$ cat src/hw/rtl/gb3_pkg.sv
// gb3_pkg: shared types and constants of the 3x3 Gaussian blur block.
// Used by gb3_linebuf, gb3_cell, gb3_filter and gaussian_blur_3x3_rgb; depends on nothing.

package gb3_pkg;

  localparam int unsigned WIN = 3;
  localparam int unsigned CFG_W = 11;

  typedef struct packed {
    logic [7:0] red;
    logic [7:0] green;
    logic [7:0] blue;
  } pix_t;

  typedef struct packed {
    pix_t top;
    pix_t mid;
    pix_t bot;
  } col_t;

  localparam logic ACT_PIXEL = 1'b0;
  localparam logic ACT_DRAIN = 1'b1;

  localparam logic [1:0] REG_LINE_WIDTH   = 2'd0;
  localparam logic [1:0] REG_FRAME_HEIGHT = 2'd1;

  localparam logic [CFG_W-1:0] LINE_WIDTH_RST   = 11'd640;
  localparam logic [CFG_W-1:0] FRAME_HEIGHT_RST = 11'd480;
  localparam logic [CFG_W-1:0] LINE_MIN         = 11'd3;
  localparam logic [CFG_W-1:0] HEIGHT_MIN       = 11'd3;
  localparam logic [CFG_W-1:0] HEIGHT_MAX       = 11'd1024;

endpackage

$ cat src/hw/rtl/gb3_cell.sv
// gb3_cell: one column of the 3x3 window; takes the column of its right neighbor.
// Depends on gb3_pkg for the column type.

module gb3_cell (
  input  logic          clk_i,
  input  logic          rst_ni,
  input  logic          en_i,
  input  gb3_pkg::col_t col_i,
  output gb3_pkg::col_t col_o
);

  gb3_pkg::col_t col_q;

  always_ff @(posedge clk_i or negedge rst_ni) begin
    if (!rst_ni) begin
      col_q <= '0;
    end else if (en_i) begin
      col_q <= col_i;
    end
  end

  assign col_o = col_q;

endmodule

$ cat config.mk
export PLATFORM = sky130hd
export DESIGN_NAME = gb3_cell
export DESIGN_NICKNAME = d
export VERILOG_FILES = /design/src/hw/rtl/gb3_pkg.sv /design/src/hw/rtl/gb3_cell.sv
export SDC_FILE = /design/constraint.sdc
export NUM_CORES = 1
export LEC_CHECK = 0
export BUFFER_PORTS_ARGS = -buffer_cell sky130_fd_sc_hd__buf_2
export CORE_UTILIZATION = 40
export DETAILED_ROUTE_END_ITERATION = 10
export GPL_TIMING_DRIVEN = 0
export PLACE_DENSITY = 0.86
export SLEW_MARGIN = 20
export SYNTH_ARGS = -nofsm -noshare
export SYNTH_HDL_FRONTEND = slang
export SYNTH_SLANG_ARGS = --single-unit
$ cat constraint.sdc
create_clock -name clk_i -period 0.8 [get_ports clk_i]
set_input_delay 0.08 -clock clk_i [delete_from_list [all_inputs] [get_ports clk_i]]
set_output_delay 0.08 -clock clk_i [all_outputs]
set_load 0.1 [all_outputs]
After elaboration in Yosys (flattened, before gate mapping)
Cells that the tools add are included.
Widths: inputs -> output; s select.
{"block": "word_totals", "reg_bits": 72, "latch_bits": 0, "mem_bits_rw": 0, "rom_bits": 0, "input_bits": 75, "out_inout_bits": 72, "word_cells": 9, "n_memories": 0}
{"block": "op_classes", "add_sub_neg": 0, "mul": 0, "div": 0, "magnitude_cmp": 0, "eq_ne": 0, "shifts": 0, "mux": 0, "n_bitwise": 0, "n_reduce_logical": 0}

Logic depth before layout (Yosys ltp)
Gate-level depths: netlist (run 1).
{"block": "logic_depth", "word_depth": 0, "depth_mapped": 3, "ltp_nobuf": 1}

Worst setup path before layout (run 1)
No wires, ideal clock.
{"block": "synth_path", "path_kind": "flip-flop to flip-flop", "startpoint": "register col_o[0] (netlist name)", "endpoint": "register col_q (netlist bit col_o[0])", "setup_time_ns": 0.126, "arrival_ns": 1.132, "required_time_ns": 0.674, "setup_slack_ns": -0.458, "path_stages_with_launch": 2, "n_path_buf": 0, "period_less_slack_ns": 1.258, "cell_sequence": "dfrtp_1 > mux2_4"}
{"item": "to (signal assigned)", "line": "gb3_cell.sv:18", "rtl": "col_q <= col_i;"}
{"item": "to (decl)", "line": "gb3_cell.sv:12", "rtl": "gb3_pkg::col_t col_q;"}

Worst setup path after layout (run 1)
{"block": "layout_path", "startpoint": "register col_q (netlist bit col_o[28])", "endpoint": "output port col_o[28] in the netlist's numbering"}
{"item": "to (decl)", "line": "gb3_cell.sv:9", "rtl": "output gb3_pkg::col_t col_o"}
No word-level cell between the ends.

==> results.cfg, run 1 <==
[run_status]
run_status = finished, violations left
violations = setup timing

[finish]
area_growth_pct = 112
finalInstanceArea_um2 = 6430
multi_input_area_um2 = 1070
filler_cell_count = 294
max_reg_flops = 72
diodes = 0
postLayoutCoreUtil_pct = 88.1
finish.cell_count_without_fillers = 505
regArea_um2 = 2070
post_route_cells_drive_above_1_share_pct = 81.3
nets = 477

[synth]
syn_area_um2 = 3030
postSynthNetCount = 227
synth_area_leader_cell = dfrtp_1
synth-seq-area-share_pct = 59.5
synth_top_cells_by_area = dfrtp_1 60%, mux2_4 35%, buf_12 4.6%
syn_inst = 152
synthesis.area_per_instance_um2 = 19.9
synth_cell_type_count = 5
synth_largest_type_area_fraction_pct = 59.5
synth_seq_cells = 72
ys.warnings.count = 0

[detailed_routing]
routed_wire_length_per_instance_um = 20.9
drt_drc_violations_left = 0
dr_total_vias = 2346
vias_per_cell = 4.65
first_iter_violations = 52
postRouteAntennaNets = 0
first_pass_iteration_count_of_the_detailed_router = 4
routed_wl_um = 10600

[worst_setup_path]
critical_path_class = reg2out
setup.worst_path.end_class = output pin
cpMaxStageDelayCell = dfrtp_4
cp_data_required_time_ns = 0.72
worst_path_top_cell_family_by_delay = flip-flops
critical-path-max-stage-delay_ns = 0.51
worst_setup_path_start_kind = flop
cp_cell_sequence = buf_12
crit-reg2reg-launch = col_o[48]$_DFFE_PN0P_
regToRegSetupSlack_ns = -0.24
critPathArrivalTime_ns = 1.04
critPathBufInv = 1
critPathMaxFanout = 2
timing.reg2reg.worst_path_depth = 2
r2r_path_end = col_o[48]$_DFFE_PN0P_

[hold_path]
min-delay-start = en_i
holdPathStages = 2
worstHoldPathType = in2reg
hold_end = col_o[15]$_DFFE_PN0P_

[power_and_ir_drop]
pwrdens_nw_per_um2 = 2150
overall_power_mw = 13.8
power.ir.vdd_worst_mv = 1.41
leakage_nw = 2.93

[run]
max_cap_viol_count = 0

[sta]
finClkSkew_ns = 0
layout_worst_path_cycle_share_pct = 140
timing_hold_violations_final = 0
shortest_period_the_worst_path_allows_ns = 1.12
drv_slew = 0
rsz0062_at_grt = true
setup_viol_count_final = 144
worst_slew_margin_rel_pct = 82.6
final_critical_path_setup_slack_ns = -0.319
max_clock_freq_ghz = 0.893
worst_margin_slew_ns = 0.261

[die]
die_width_um = 89.0
rows = 31
ports = 147
start_util_pct = 41.5
die_area_um2 = 7920
die_h_um = 89.0
core_area_um2 = 7290

[clock_network]
cts.root.buffer_cell = clkbuf_8
cts.sink_count = 72
clock_insertion_delay_worst_skew_ns = 0.32
clk_path_buf_depth = 2
path_clk_slew_ns = 0.09
h_tree_lvl_count = 3
cts_tree = built
number_of_buffers_created_by_cts = 9

[grt]
groute.usage.overall_pct = 26.6
grt_overflow_total = 0
first_global_vias = 2724
grt_max_degree = 60
global_route_wire_length_before_repair_um = 14800
antenna_found_initial = 0

[placement]
io_buffer_count = 145
placedCellCount = 397
detailed_place_hpwl_um = 4360
gp_congestion = 0.714
placed_cell_area_um2 = 4170
[how the worst max path moves through the flow]
stage | cells past startpoint | from | slack, ns | end
finish | 1 | col_o[28]$_DFFE_PN0P_ | -0.32 | col_o[28]
CTS | 1 | col_o[59]$_DFFE_PN0P_ | -0.31 | col_o[59]
global placement | 1 | rst_ni | -0.87 | col_o[17]$_DFFE_PN0P_
global route | 1 | col_o[48]$_DFFE_PN0P_ | -0.34 | col_o[48]
floorplan | 1 | col_o[0]$_DFFE_PN0P_ | -0.24 | col_o[0]$_DFFE_PN0P_
detailed placement | 1 | col_o[64]$_DFFE_PN0P_ | -0.1 | col_o[64]
[worst reg2reg max path: stages (launching register included)]
cell and delay [ns]:
dfrtp_4 0.52, buf_6 0.13, mux2_4 0.27
[kinds of logic (layout without fill, tap and decap cells)]
kind of cell,after synthesis,in the layout,synth area share (%)
flip-flops,72,72,59.5
buffers and inverters,8,262,5.00
multiplexers,72,72,35.5
[cells in the final DEF, fill, tap and decap left out, drive strengths merged]
cell type / instances
mux2: 72
buf: 173
clkbuf: 13
clkinvlp: 1
dlygate4sd3: 73
bufinv: 2
dfrtp: 72
[synthesized netlist by cell type]
| library cell | count |
|---|---|
| mux2_4 | 70 |
| dfrtp_1 | 72 |
| buf_12 | 7 |
| buf_6 | 1 |
| mux2_2 | 2 |
[power by group]
part | leakage (nW) | internal, mW | total, mW | switching [mW]
Combinational | 2.06 | 2.57 | 6.04 | 3.47
Clock | 0.0967 | 1.75 | 3.08 | 1.33
Sequential | 0.776 | 4.24 | 4.73 | 0.486
Total | 2.93 | 8.56 | 13.8 | 5.29
[repair_timing]
action / in CTS / in global routing
resized for setup: 298 / 9
pin swaps: 0 / 0
hold endpoints to repair: 144 / 0
endpoints found under the setup margin: 143 / 197
gates cloned: 0 / 1
hold buffers: 73 / 0
buffers inserted: 12 / 7
[through the flow]
stage | worst slack (ns) | hold WS, ns | TNS (ns)
floorplan | -0.242 | -0.216 | -16.33
global placement | -0.869 | 0.311 | -73.95
detailed placement | -0.0993 | -0.0451 | -11.69
CTS | -0.306 | 0.132 | -28.01
global route | -0.344 | 0.146 | -31.98
finish | -0.319 | 0.147 | -29.15
[routing by layer]
metal	track usage, %	vias up	routed length, µm
li1	-	1024	-
met1	29.1	1188	3900
met2	50.2	108	5770
met3	5.45	26	574
met4	10.7	0	309
met5	0	-	0
[layout make-up]
class	count	area share, %
clock buffer	12	2.10
sequential	72	32.2
clock inverter	3	1.05
timing repair buffer	239	43.7
multi-input combinational	72	16.7
tap	99	1.93
buffer	8	2.36
Power figures use the tool's default switching activity.
==> run 2: changes to the inputs <==
--- a/config.mk
+++ b/config.mk
@@ -6,6 +6,7 @@
 export NUM_CORES = 1
 export LEC_CHECK = 0
 export BUFFER_PORTS_ARGS = -buffer_cell sky130_fd_sc_hd__buf_2
+export CORE_ASPECT_RATIO = 0.6
 export CORE_UTILIZATION = 40
 export DETAILED_ROUTE_END_ITERATION = 10
 export GPL_TIMING_DRIVEN = 0
@@ -14,3 +15,4 @@
 export SYNTH_ARGS = -nofsm -noshare
 export SYNTH_HDL_FRONTEND = slang
 export SYNTH_SLANG_ARGS = --single-unit
+export TNS_END_PERCENT = 30
==> results.cfg, run 2 (same netlist as run 1, synthesis figures left out) <==
[run_status]
run_status = finished, violations left
violations = hold timing, setup timing

[placement]
gp_congestion = 0.699
placed_cell_area_um2 = 4060
io_buffer_count = 145
detailed_place_hpwl_um = 4580

[detailed_routing]
routed_wl_um = 10700
first_pass_iteration_count_of_the_detailed_router = 4
vias_per_cell = 4.58
drt_drc_violations_left = 0
first_iter_violations = 70
dr_total_vias = 2311
postRouteAntennaNets = 0
routed_wire_length_per_instance_um = 21.3

[sta]
setup_viol_count_final = 135
worst_slew_margin_rel_pct = 68.9
worst_margin_slew_ns = 0.467
drv_slew = 0
fin_hold_ws_ns = -0.306
layout_worst_path_cycle_share_pct = 138
max_clock_freq_ghz = 0.908
finClkSkew_ns = 0
rsz0062_at_grt = true
final_critical_path_setup_slack_ns = -0.301
setup_tns_ns = -24.04
timing_hold_violations_final = 34
shortest_period_the_worst_path_allows_ns = 1.10

[die]
rows = 24
die_width_um = 114
start_util_pct = 41.5
ports = 147
core_area_um2 = 7300
die_area_um2 = 7930
die_h_um = 69.4

[grt]
first_global_vias = 2559
global_route_wire_length_before_repair_um = 15400
grt_overflow_total = 0
antenna_found_initial = 1
grt_max_degree = 39
groute.usage.overall_pct = 27.4

[clock_network]
clock_insertion_delay_worst_skew_ns = 0.33
h_tree_lvl_count = 3
cts_tree = built
number_of_buffers_created_by_cts = 9
clk_path_buf_depth = 2
cts.sink_count = 72
post_cts_hold_fix_bufs = 72
path_clk_slew_ns = 0.06
cts.root.buffer_cell = clkbuf_16

[hold_path]
worstHoldPathType = in2async

[worst_setup_path]
cpMaxStageDelayCell = dfrtp_4
critical_path_class = reg2out
critical-path-max-stage-delay_ns = 0.51
critPathArrivalTime_ns = 1.02
cp_data_required_time_ns = 0.72
setup.worst_path.end_class = output pin
critPathBufInv = 1
critPathMaxFanout = 2
worst_setup_path_start_kind = flop
worst_path_top_cell_family_by_delay = flip-flops
cp_cell_sequence = buf_12

[finish]
area_growth_pct = 108
post_route_cells_drive_above_1_share_pct = 74.8
max_reg_flops = 72
final_cell_mix = 72 x dlygate4sd3_1, 72 x buf_2, 70 x mux2_4
nets = 470
finalInstanceArea_um2 = 6280

[power_and_ir_drop]
power.ir.vdd_worst_mv = 1.89
pwrdens_nw_per_um2 = 2400
overall_power_mw = 15.1
leakage_nw = 2.94

[run]
max_cap_viol_count = 0
## run 2: changes by cell type in the layout (fill, tap and decap cells not counted), moves of 2 or more
cell,change
buf_12,-14
buf_6,-3
buf_8,+13
clkbuf_1,-2
clkbuf_16,+8
clkbuf_8,-9
clkinv_2,+2
dfrtp_1,+28
dfrtp_4,-29
## run 2: metal layers
layer	vias up	share of wire, %	track usage [%]
li1	1019	-	-
met4	0	2.2	6.49
met1	1152	38	31.9
met3	20	7.5	9.27
met2	120	52	48.5
met5	-	0	0
## run 2: power breakdown
group | leakage, nW | internal (mW) | switching (mW)
combinational | 1.98 | 2.40 | 3.47
sequential | 0.801 | 4.15 | 0.471
clock | 0.162 | 3.04 | 1.56
total | 2.94 | 9.59 | 5.50
## run 2: metrics by stage
step / hold WS, ns / setup WS, ns / instances / util [%]
global placement: 0.310 / -0.875 / 401 / 55.4
detailed placement: 0.0561 / -0.0991 / 402 / 55.7
CTS: -0.301 / -0.304 / 495 / 83.7
finish: -0.306 / -0.301 / 505 / 86.1
floorplan: -0.216 / -0.458 / 152 / -
global route: -0.277 / -0.321 / 504 / 86.0
## run 2: final timing paths
kind	depth (start not counted)	startpoint	end	slack (ns)
worst max-delay path	1	col_o[12]$_DFFE_PN0P_	col_o[12]	-0.30
worst min-delay path	1	rst_ni	col_o[9]$_DFFE_PN0P_	-0.31
worst max register to register	2	col_o[13]$_DFFE_PN0P_	col_o[13]$_DFFE_PN0P_	-0.22
worst min register to register	1	col_o[0]$_DFFE_PN0P_	col_o[0]$_DFFE_PN0P_	0.55
max in group asynchronous	2	rst_ni	col_o[48]$_DFFE_PN0P_	0.52
min in group clk_i	2	en_i	col_o[15]$_DFFE_PN0P_	0.17
## run 2: repair_timing
action | 4_1_cts | 5_1_grt
gates resized for setup | 261 | 25
buffers inserted | 5 | 9
endpoints found under the hold margin | 106 | 34
endpoints found under the setup margin | 114 | 143
pin swaps | 0 | 0
## run 2: area by class of cell
cell class	instances	area [µm²]
repair buffers	232	2630
flip-flops and latches	72	1960
multi-input cells	72	1070
fillers	290	1020
clock buffers	10	229
plain buffers	8	151
well taps	104	130
clock inverters	6	108
diodes	1	2.50
